==> src/hdl/dht_pkg.sv <==
// shared types, sizes and codes for the daily history table
// no dependencies; every other file refers to it by scoped names
package dht_pkg;

  // table size and derived index / count widths
  localparam int TABLE_DEPTH = 16;
  localparam int IDX_W       = $clog2(TABLE_DEPTH);
  localparam int CNT_W       = $clog2(TABLE_DEPTH + 2);

  // decoupling queue between front and back
  localparam int QUEUE_DEPTH = 2;
  localparam int QPTR_W      = (QUEUE_DEPTH > 1) ? $clog2(QUEUE_DEPTH) : 1;
  localparam int QCNT_W      = $clog2(QUEUE_DEPTH + 1);

  // stream widths
  localparam int IN_TDATA_W  = 192;
  localparam int OUT_TDATA_W = 16;

  // stored field widths
  localparam int KEY_W      = 32;
  localparam int STEPS_W    = 32;
  localparam int MINUTES_W  = 26;
  localparam int DISTANCE_W = 19;
  localparam int CAL_W      = 32;

  // reciprocal constants: x / 60 = (x * MIN_MAGIC) >> MIN_SHIFT,
  // x / 10000 = (x * DIST_MAGIC) >> DIST_SHIFT, exact for any 32-bit x
  localparam logic [31:0] MIN_MAGIC  = 32'h8888_8889;
  localparam int          MIN_SHIFT  = 37;
  localparam logic [31:0] DIST_MAGIC = 32'hD1B7_1759;
  localparam int          DIST_SHIFT = 45;

  // command codes
  localparam logic CMD_RECORD = 1'b0;
  localparam logic CMD_COUNT  = 1'b1;

  // result action codes
  localparam logic [1:0] ACT_UPDATED = 2'd0;
  localparam logic [1:0] ACT_FILLED  = 2'd1;
  localparam logic [1:0] ACT_EVICTED = 2'd2;
  localparam logic [1:0] ACT_COUNTED = 2'd3;

  // one classified item as it travels from front to back
  // key holds day_key for a record and since_time for a count
  typedef struct packed {
    logic                  cmd;
    logic [KEY_W-1:0]      key;
    logic [STEPS_W-1:0]    steps;
    logic [MINUTES_W-1:0]  minutes;
    logic [DISTANCE_W-1:0] distance;
    logic [CAL_W-1:0]      calories;
  } item_t;

  // one table entry
  typedef struct packed {
    logic [KEY_W-1:0]      key;
    logic [STEPS_W-1:0]    steps;
    logic [MINUTES_W-1:0]  minutes;
    logic [DISTANCE_W-1:0] distance;
    logic [CAL_W-1:0]      calories;
  } entry_t;

  // queue status toward both ends
  typedef struct packed {
    logic  valid;
    logic  full;
    item_t item;
  } qstat_t;

endpackage

==> src/hdl/dht_front.sv <==
// front end: input register, unit scaling and key selection
// depends on dht_pkg
module dht_front (
  input  logic                          clk,
  input  logic                          rst_n,
  input  logic                          in_tvalid,
  output logic                          in_tready,
  input  logic [dht_pkg::IN_TDATA_W-1:0] in_tdata,
  input  logic                          in_tuser,
  input  logic                          q_full,
  output logic                          push,
  output dht_pkg::item_t                push_item
);

  // raw item as taken from the bus
  typedef struct packed {
    logic        cmd;
    logic [31:0] day_key;
    logic [31:0] since_time;
    logic [31:0] step_total;
    logic [31:0] active_seconds;
    logic [31:0] walk_cm;
    logic [31:0] calorie_total;
  } raw_t;

  logic        s1_valid_r;
  logic        s1_valid_nxt;
  raw_t        s1_r;
  logic        take;
  logic [63:0] min_prod;
  logic [63:0] dist_prod;

  assign in_tready = !s1_valid_r || !q_full;
  assign take      = in_tvalid && in_tready;
  assign push      = s1_valid_r && !q_full;

  // stage valid
  always_comb begin
    s1_valid_nxt = s1_valid_r;
    if (take) begin
      s1_valid_nxt = 1'b1;
    end else if (push) begin
      s1_valid_nxt = 1'b0;
    end
  end

  always_ff @(posedge clk) begin
    if (!rst_n) begin
      s1_valid_r <= 1'b0;
    end else begin
      s1_valid_r <= s1_valid_nxt;
    end
  end

  // input payload register
  always_ff @(posedge clk) begin
    if (take) begin
      s1_r.cmd            <= in_tuser;
      s1_r.day_key        <= in_tdata[31:0];
      s1_r.since_time     <= in_tdata[63:32];
      s1_r.step_total     <= in_tdata[95:64];
      s1_r.active_seconds <= in_tdata[127:96];
      s1_r.walk_cm        <= in_tdata[159:128];
      s1_r.calorie_total  <= in_tdata[191:160];
    end
  end

  // divide by 60 and by 10000 through reciprocal multiplies
  assign min_prod  = 64'(s1_r.active_seconds) * 64'(dht_pkg::MIN_MAGIC);
  assign dist_prod = 64'(s1_r.walk_cm) * 64'(dht_pkg::DIST_MAGIC);

  // classified item toward the queue
  always_comb begin
    push_item.cmd      = s1_r.cmd;
    push_item.key      = (s1_r.cmd == dht_pkg::CMD_COUNT) ? s1_r.since_time : s1_r.day_key;
    push_item.steps    = s1_r.step_total;
    push_item.minutes  = dht_pkg::MINUTES_W'(min_prod >> dht_pkg::MIN_SHIFT);
    push_item.distance = dht_pkg::DISTANCE_W'(dist_prod >> dht_pkg::DIST_SHIFT);
    push_item.calories = s1_r.calorie_total;
  end

endmodule

==> src/hdl/dht_queue.sv <==
// short register queue between the front and back ends
// depends on dht_pkg
module dht_queue (
  input  logic            clk,
  input  logic            rst_n,
  input  logic            push,
  input  dht_pkg::item_t  push_item,
  input  logic            pop,
  output dht_pkg::qstat_t stat
);

  dht_pkg::item_t                 mem_r [dht_pkg::QUEUE_DEPTH];
  logic [dht_pkg::QPTR_W-1:0]     wr_ptr_r;
  logic [dht_pkg::QPTR_W-1:0]     rd_ptr_r;
  logic [dht_pkg::QCNT_W-1:0]     cnt_r;
  logic [dht_pkg::QPTR_W-1:0]     wr_ptr_nxt;
  logic [dht_pkg::QPTR_W-1:0]     rd_ptr_nxt;
  logic [dht_pkg::QCNT_W-1:0]     cnt_nxt;

  // status toward both ends
  assign stat.valid = (cnt_r != '0);
  assign stat.full  = (cnt_r == dht_pkg::QCNT_W'(dht_pkg::QUEUE_DEPTH));
  assign stat.item  = mem_r[rd_ptr_r];

  // pointer and fill count update
  always_comb begin
    wr_ptr_nxt = wr_ptr_r;
    rd_ptr_nxt = rd_ptr_r;
    cnt_nxt    = cnt_r;
    if (push) begin
      wr_ptr_nxt = (wr_ptr_r == dht_pkg::QPTR_W'(dht_pkg::QUEUE_DEPTH - 1)) ?
                   '0 : wr_ptr_r + 1'b1;
    end
    if (pop) begin
      rd_ptr_nxt = (rd_ptr_r == dht_pkg::QPTR_W'(dht_pkg::QUEUE_DEPTH - 1)) ?
                   '0 : rd_ptr_r + 1'b1;
    end
    if (push && !pop) begin
      cnt_nxt = cnt_r + 1'b1;
    end else if (pop && !push) begin
      cnt_nxt = cnt_r - 1'b1;
    end
  end

  always_ff @(posedge clk) begin
    if (!rst_n) begin
      wr_ptr_r <= '0;
      rd_ptr_r <= '0;
      cnt_r    <= '0;
    end else begin
      wr_ptr_r <= wr_ptr_nxt;
      rd_ptr_r <= rd_ptr_nxt;
      cnt_r    <= cnt_nxt;
    end
  end

  // payload storage
  always_ff @(posedge clk) begin
    if (push) begin
      mem_r[wr_ptr_r] <= push_item;
    end
  end

endmodule

==> src/hdl/dht_back.sv <==
// back end: record table, parallel key search, count and result register
// depends on dht_pkg
module dht_back (
  input  logic                            clk,
  input  logic                            rst_n,
  input  dht_pkg::qstat_t                 stat,
  output logic                            pop,
  output logic                            out_tvalid,
  input  logic                            out_tready,
  output logic [dht_pkg::OUT_TDATA_W-1:0] out_tdata
);

  localparam int D = dht_pkg::TABLE_DEPTH;

  dht_pkg::entry_t             entry_r [D];
  dht_pkg::entry_t             new_entry;
  logic [D-1:0]                hit_key;
  logic [D-1:0]                hit_free;
  logic [D-1:0]                hit_ge;
  logic [dht_pkg::IDX_W-1:0]   key_idx;
  logic [dht_pkg::IDX_W-1:0]   free_idx;
  logic [dht_pkg::IDX_W-1:0]   wr_idx;
  logic                        wr_en;
  logic                        evict;
  logic [dht_pkg::CNT_W-1:0]   count;
  logic [1:0]                  action_nxt;
  logic [3:0]                  slot_nxt;
  logic [4:0]                  count_nxt;
  logic                        out_valid_r;
  logic [1:0]                  action_r;
  logic [3:0]                  slot_r;
  logic [4:0]                  count_r;

  assign pop = stat.valid && (!out_valid_r || out_tready);

  // parallel compare against every entry
  always_comb begin
    for (int i = 0; i < D; i++) begin
      hit_key[i]  = (entry_r[i].key == stat.item.key);
      hit_free[i] = (entry_r[i].key == '0);
      hit_ge[i]   = (entry_r[i].key >= stat.item.key);
    end
  end

  // first matching and first free slot
  always_comb begin
    key_idx  = '0;
    free_idx = '0;
    for (int i = D - 1; i >= 0; i--) begin
      if (hit_key[i]) begin
        key_idx = dht_pkg::IDX_W'(i);
      end
      if (hit_free[i]) begin
        free_idx = dht_pkg::IDX_W'(i);
      end
    end
  end

  assign count = dht_pkg::CNT_W'($countones(hit_ge)) + dht_pkg::CNT_W'(1);

  // classify the command: slot and action for a record, count for a count
  always_comb begin
    wr_en      = pop && (stat.item.cmd == dht_pkg::CMD_RECORD);
    evict      = 1'b0;
    wr_idx     = dht_pkg::IDX_W'(D - 1);
    action_nxt = dht_pkg::ACT_COUNTED;
    slot_nxt   = '0;
    count_nxt  = 5'(count);
    if (stat.item.cmd == dht_pkg::CMD_RECORD) begin
      count_nxt = '0;
      if (|hit_key) begin
        wr_idx     = key_idx;
        action_nxt = dht_pkg::ACT_UPDATED;
      end else if (|hit_free) begin
        wr_idx     = free_idx;
        action_nxt = dht_pkg::ACT_FILLED;
      end else begin
        evict      = wr_en;
        action_nxt = dht_pkg::ACT_EVICTED;
      end
      slot_nxt = 4'(wr_idx);
    end
  end

  assign new_entry.key      = stat.item.key;
  assign new_entry.steps    = stat.item.steps;
  assign new_entry.minutes  = stat.item.minutes;
  assign new_entry.distance = stat.item.distance;
  assign new_entry.calories = stat.item.calories;

  // table: reset to all free, write in place or shift toward the front
  always_ff @(posedge clk) begin
    if (!rst_n) begin
      for (int i = 0; i < D; i++) begin
        entry_r[i] <= '0;
      end
    end else if (evict) begin
      for (int i = 0; i < D - 1; i++) begin
        entry_r[i] <= entry_r[i + 1];
      end
      entry_r[D - 1] <= new_entry;
    end else if (wr_en) begin
      entry_r[wr_idx] <= new_entry;
    end
  end

  // result register valid
  always_ff @(posedge clk) begin
    if (!rst_n) begin
      out_valid_r <= 1'b0;
    end else if (pop) begin
      out_valid_r <= 1'b1;
    end else if (out_tready) begin
      out_valid_r <= 1'b0;
    end
  end

  // result register payload
  always_ff @(posedge clk) begin
    if (pop) begin
      action_r <= action_nxt;
      slot_r   <= slot_nxt;
      count_r  <= count_nxt;
    end
  end

  assign out_tvalid = out_valid_r;
  assign out_tdata  = {5'd0, count_r, slot_r, action_r};

endmodule

==> src/hdl/daily_history_table_top.sv <==
// top level of the daily history table: front, queue and back
// depends on dht_pkg, dht_front, dht_queue, dht_back
//
// channel | dir | handshake         | payload
// in_     | in  | in_tvalid/tready  | tdata 192 bits, tuser = command
// out_    | out | out_tvalid/tready | tdata 16 bits (action, slot, count)
//
// one item per cycle sustained while out_tready stays high; out_tvalid follows the accepting
// edge through the input register, a queue slot and the result register
// the back end searches all table entries combinationally and updates the table
// in the same cycle, so each item sees the table its predecessor left
// synchronous reset clears the table to all free and empties every stage
// a stalled output fills the two-entry queue, then the input register
module daily_history_table_top (
  input  logic                            clk,
  input  logic                            rst_n,
  input  logic                            in_tvalid,
  output logic                            in_tready,
  // day_key[31:0], since_time[63:32], step_total[95:64],
  // active_seconds[127:96], walk_cm[159:128], calorie_total[191:160]
  input  logic [dht_pkg::IN_TDATA_W-1:0]  in_tdata,
  // command[0]
  input  logic                            in_tuser,
  output logic                            out_tvalid,
  input  logic                            out_tready,
  // action[1:0], slot_written[5:2], record_count[10:6], zero[15:11]
  output logic [dht_pkg::OUT_TDATA_W-1:0] out_tdata
);

  logic            push;
  logic            pop;
  dht_pkg::item_t  push_item;
  dht_pkg::qstat_t stat;

  dht_front u_front (
    .clk       (clk),
    .rst_n     (rst_n),
    .in_tvalid (in_tvalid),
    .in_tready (in_tready),
    .in_tdata  (in_tdata),
    .in_tuser  (in_tuser),
    .q_full    (stat.full),
    .push      (push),
    .push_item (push_item)
  );

  dht_queue u_queue (
    .clk       (clk),
    .rst_n     (rst_n),
    .push      (push),
    .push_item (push_item),
    .pop       (pop),
    .stat      (stat)
  );

  dht_back u_back (
    .clk        (clk),
    .rst_n      (rst_n),
    .stat       (stat),
    .pop        (pop),
    .out_tvalid (out_tvalid),
    .out_tready (out_tready),
    .out_tdata  (out_tdata)
  );

endmodule

==> config.mk <==
export PLATFORM = sky130hd
export DESIGN_NAME = daily_history_table_top
export DESIGN_NICKNAME = d
export VERILOG_FILES = /design/src/hdl/dht_pkg.sv /design/src/hdl/dht_front.sv /design/src/hdl/dht_queue.sv /design/src/hdl/dht_back.sv /design/src/hdl/daily_history_table_top.sv
export SDC_FILE = /design/constraint.sdc
export NUM_CORES = 2
export LEC_CHECK = 0
export ABC_AREA = 0
export BUFFER_PORTS_ARGS = -buffer_cell sky130_fd_sc_hd__buf_2
export CAP_MARGIN = 5
export CORE_ASPECT_RATIO = 1.5
export CORE_MARGIN = 1
export CORE_UTILIZATION = 45
export DETAILED_ROUTE_END_ITERATION = 10
export PLACE_DENSITY_LB_ADDON = 0.2
export SYNTH_ARGS = -nofsm -noshare
export SYNTH_HDL_FRONTEND = slang
export SYNTH_SLANG_ARGS = --single-unit
==> constraint.sdc <==
create_clock -name clk -period 7 [get_ports clk]
set_clock_uncertainty 0.1 [all_clocks]
set_input_delay 0.7 -clock clk [delete_from_list [all_inputs] [get_ports clk]]
set_output_delay 0.7 -clock clk [all_outputs]
set_load 0.01 [all_outputs]
Word level (Yosys, flattened, before mapping) --
Memories as Yosys holds them, arrays and structs flattened. A register that Yosys moved wholly into a read port is not among the register bits. Index checks and enable logic that the tools add are counted.
Cells by class: add/sub/neg operators 20, multiply operators 2, magnitude comparators 16, equal/unequal tests 17, mux-type cells 80, bitwise logic cells 17, reduce and logical (&&, ||, !) cells 36
Operators by type and width (count):
- $mux W141 | 17
- $eq A32 B32 Y1 | 16
- $ge A32 B32 Y1 | 16
- $logic_not A32 Y1 | 16
- $mux W4 | 36
- $reduce_or A141 Y1 | 1
- $mul A32 B32 Y64 const B | 1
- $mul A32 B32 Y63 const B | 1
- $add A5 B5 Y5 | 7
- $mux W32 | 1
- $reduce_or A16 Y1 | 2
- $mux W1 | 22
- $add A1 B1 Y2 | 8
- $or A1 B1 Y1 | 16
- $mux W2 | 4
- $reduce_bool A2 Y1 | 4
- $logic_and A1 B1 Y1 | 6
- $add A5 B2 Y5 const B | 1
- $logic_not A1 Y1 | 5
- $add A1 B1 Y1 const B | 2
- $add A2 B1 Y2 const B | 1
- $eq A2 B2 Y1 const B | 1
- $logic_or A1 B1 Y1 | 2
- $sub A2 B1 Y2 const B | 1
- $not A1 Y1 | 1
Word-level totals: flip-flop bits (word level) 210, RAM bits 2540, memories kept 2
Memories:
- u_back.entry_r | depth 16, width 141, read ports 16, clocked after memory_dff 0, write ports 16, line dht_back.sv:15 | dht_pkg::entry_t entry_r [D];
- u_queue.mem_r | depth 2, width 142, read ports 1, clocked after memory_dff 1, write ports 1, line dht_queue.sv:12 | dht_pkg::item_t mem_r [dht_pkg::QUEUE_DEPTH];

Longest topological paths before layout --
An unclocked memory read counts as a cell.
depth in word-level cells 22, mapped depth 29

Hierarchy --
A second synthesis with hierarchy kept.
Unflattened totals: cell total of the unflattened synthesis 6670, area total of the unflattened synthesis 80288.3 um^2
Modules (own cells, without submodules):
- dht_back | instances 1, cells an instance 3165, area an instance 35561.6 um^2
- dht_front | instances 1, cells an instance 3041, area an instance 33937.5 um^2
- dht_queue | instances 1, cells an instance 464, area an instance 10789.1 um^2

Worst setup path before layout --
Ideal clock, no wire load.
path type register to register, start reg with a tool-made name, end reg u_back.count_r[3] (data pin), setup time 0.273 ns, arrival 6.568 ns, required time 6.627 ns, slack 0.059 ns, stages on the path, launching flop included 30, path buffers 2, clock period less this slack 6.941 ns, path through dfxtp_1 -> clkbuf_1 -> clkbuf_1 -> mux2_2 -> inv_1 -> ha_1 -> a21o_1 -> a21o_1 -> a21o_1 -> a21oi_1 -> nor2b_1 -> o21ai_0 -> nand2b_1 -> a21oi_1 -> nor3_1 -> or4_1 -> ha_1 -> inv_1 -> fa_1 -> inv_1 -> fa_1 -> fa_1 -> inv_1 -> fa_1 -> inv_1 -> ha_1 -> inv_1 -> fa_1 -> xor2_1 -> nor2_1
RTL lines:
- end signal: assignment | line dht_back.sv:123 | count_r <= count_nxt;
- end: declaration | line dht_back.sv:32 | logic [4:0] count_r;

==> flow_metrics.py <==
metrics = {
    "timing": {
        "timing.slew.headroom_pct": 31.5,
        "max_freq_mhz": 146,
        "finalHoldWorstSlack_ns": 0.105,
        "finalSetupViolCount": 0,
        "final-max-slew-violation-count": 0,
        "hold_violations": 0,
        "fin_crit_ns": 6.83,
        "worst_pin_slew_ns": 1.02,
        "post-route-period-util_pct": 97.5,
    },
    "clock_tree": {
        "clock-root-buffer": "clkbuf_16",
        "clock_sinks": 661,
        "worstSkewPairLatency_ns": 0.67,
        "cts_made_buffers": 68,
        "htreeDepth": 3,
        "tritoncts": "done",
        "clkTransAtPathRegs_ns": 0.06,
        "clock_path_buffers": 3,
        "cts_hold_buf": 0,
    },
    "floorplan": {
        "io_pins": 215,
        "initial_utilization_pct": 45.5,
        "die_x_um": 247,
        "die_area_mm2": 0.0914,
        "rows": 134,
        "core-area_mm2": 0.0892,
        "die_y_um": 370,
    },
    "detailed_routing": {
        "drtAntennaViolNets": 0,
        "routed_via_density": 6.41,
        "wl_um": 133000,
        "drt_iter0_drc": 2603,
        "wl_per_cell_um": 27.6,
        "vias": 30908,
        "drc": 0,
        "drt_first_pass_iters": 6,
    },
    "synthesis": {
        "synthFlopType": "edfxtp_1",
        "postSynthAreaPerCell_um2": 12.0,
        "yosys.cell_count.top_type": "edfxtp_1",
        "synth_area_mm2": 0.0406,
        "synth_edf_count": 654,
        "ys.warnings.count": 0,
        "synth.area.top_cells": "edfxtp_1, ha_1, a32o_1",
        "syn_inst": 3372,
        "synth_top_area_cell": "edfxtp_1",
        "synthDistinctLibCells": 75,
        "ys_ff_latch": 661,
        "yosysSeqAreaShare_pct": 48.7,
        "synth_top_area_share_pct": 48.4,
        "ys_async_sr_fraction_pct": 0,
        "synth_commonest_cells": "edfxtp_1, ha_1, a32o_1, nand2_1, o21ai_0",
    },
    "global_routing": {
        "grt_pass1_vias": 30858,
        "antenna_found_initial": 1,
        "grt.total_usage_pct": 29.2,
        "gr-total-overflow": 0,
        "grt_max_degree": 107,
        "grt_pass1_wl_um": 196000,
    },
    "outcome": {
        "outcome": "complete, no violations",
    },
    "cells_and_area": {
        "nets": 4345,
        "regArea_mm2": 0.0198,
        "area_growth_pct": 14.2,
        "drive_above_1_share_pct": 14.9,
        "fin_area_mm2": 0.0463,
        "multi_input_area_mm2": 0.0199,
        "utilization_pct": 52.0,
        "nFillCells": 7840,
        "stdcell_count": 4821,
    },
    "setup_path": {
        "required_ns": 7.28,
        "ff2ff_setup_slack_ns": 0.17,
        "arrival_ns": 7.11,
        "crit_path_end": "u_back.count_r[3]$_SDFFCE_PN0P_",
        "r2r-end": "u_back.count_r[3]$_SDFFCE_PN0P_",
        "start_kind": "flip-flop",
        "reg2reg_depth": 26,
        "critPathBufInv": 11,
        "critical-path-top-delay-family": "adder cells",
        "cp_max_fo": 10,
        "path_class": "reg2reg",
        "cp.depth": 26,
        "end_kind": "flip-flop",
        "slowest_delay_ns": 0.65,
        "crit_slowest_cell": "or4_1",
    },
    "placed_design": {
        "numPlacedInstances": 4684,
        "portBuffers": 81,
        "dpl_cell_area_mm2": 0.0438,
        "place.gp.congestion": 0.970,
        "hpwl_um": 99000,
    },
    "flow_run": {
        "cap_violations": 0,
    },
    "pwr": {
        "ir_drop_v": 0.000341,
        "finalPower_mw": 17.2,
        "p_per_area_mw_per_mm2": 370,
        "p_leak_nw": 19.4,
    },
    "hold_path": {
        "hold_class": "in2reg",
    },
}
through the flow:
step                TNS, ns  setup WS, ns
finish                    0         0.174
global route        -0.0106       -0.0106
CTS                       0       0.00103
detailed placement   -0.236        -0.152
global placement     -0.182        -0.117
floorplan                 0        0.0587
registers in the layout, summed over array words and instances, names as in the netlist, 2 cells and up, named ones only:
name             cells
u_back.action_r      2
u_back.count_r       5
u_back.entry_r     512
u_back.slot_r        4
u_front.s1_r        64
u_queue.cnt_r        2
u_queue.mem_r       66
cell usage in the layout, fill, tap and decap left out, types with 11 or more instances in the layout:
master and n:
edfxtp_1 654, ha_1 524, a32o_1 256, nand2_1 215, buf_4 212, o21ai_0 169
nand4_1 157, nor4_1 150, a21o_1 124, a21oi_1 116, mux2i_1 97, nand3_1 88
inv_1 81, buf_2 80, nor2b_1 72, clkbuf_16 69, mux2_2 61, nor2_1 60
o21a_1 50, and2_1 45, nand2b_1 44, o21ai_1 41, nor3_1 23, buf_12 23
clkbuf_1 13, and4_1 11, clkinv_2 11
per-layer routing:
layer,wire [um],GRT usage (%),part of all wire [%]
met1,49400,33.8,37
met2,65000,48.6,49
met3,6870,3.14,5.2
met4,11900,24.4,8.9
met5,0,0,0
power breakdown:
part	switching (mW)	internal, mW	leakage, nW
registers	0.739	5.42	6.77
clock network	1.68	2.18	1.10
logic	4.30	2.85	11.5
total	6.72	10.5	19.4
timing repair:
item,CTS,global route
setup buffers,0,14
pin swaps,0,13
resized for setup,5,47
endpoints found under the setup margin,2,4
cloned,0,1
how the worst min path moves through the flow:
| stage | startpoint | end | slack, ns | cells past startpoint |
|---|---|---|---|---|
| after floorplan | u_front.push_item[141]$_DFFE_PP_ | u_queue.mem_r[0][141]$_DFFE_PP_ | 0.34 | 0 |
| after global placement | u_queue.cnt_r[1]$_SDFFE_PN0P_ | u_queue.cnt_r[1]$_SDFFE_PN0P_ | 0.43 | 2 |
| after detailed placement | u_front.s1_r[188]$_DFFE_PP_ | u_queue.mem_r[0][137]$_DFFE_PP_ | 0.45 | 1 |
| after CTS | in_tdata[19] | u_front.s1_r[179]$_DFFE_PP_ | 0.07 | 1 |
| after global routing | in_tdata[50] | u_front.s1_r[146]$_DFFE_PP_ | 0.09 | 1 |
| final | in_tdata[6] | u_front.s1_r[166]$_DFFE_PP_ | 0.10 | 1 |
logic make-up after synthesis:
| kind of cell | after synthesis | share of synthesized area (%) |
|---|---|---|
| adders and majority gates | 537 | 16.8 |
| and+or+nand+nor | 919 | 12.3 |
| other | 1 | 0.00924 |
| buffers and inverters | 248 | 2.61 |
| xor gates and xnor gates | 4 | 0.0864 |
| muxes | 162 | 4.19 |
| AOI/OAI and AO/OA | 840 | 15.3 |
| DFF | 661 | 48.7 |
area by class of cell:
type | instances | area share, %
clock buffer | 81 | 3.78
timing repair buffer | 322 | 5.50
clock inverter | 41 | 1.13
tap | 1156 | 3.12
multi-input combinational | 2467 | 43.0
sequential | 661 | 42.7
antenna | 2 | 0.0108
inverter | 91 | 0.778
worst register-to-register path, cell delays in order (launching register included):
cell	delay, ns
dfxtp_4	0.40
buf_4	0.16
clkbuf_16	0.17
mux2_2	0.34
inv_1	0.10
buf_12	0.14
buf_4	0.16
buf_12	0.14
ha_1	0.29
nand4_1	0.19
or4_1	0.65
a31oi_2	0.35
or4_1	0.18
ha_2	0.16
inv_1	0.05
fa_1	0.53
inv_2	0.05
fa_1	0.49
fa_1	0.50
inv_1	0.06
fa_1	0.47
inv_1	0.08
ha_2	0.18
inv_1	0.05
fa_1	0.37
xor2_1	0.17
nor2_1	0.05
Power figures use the tool's default switching activity.
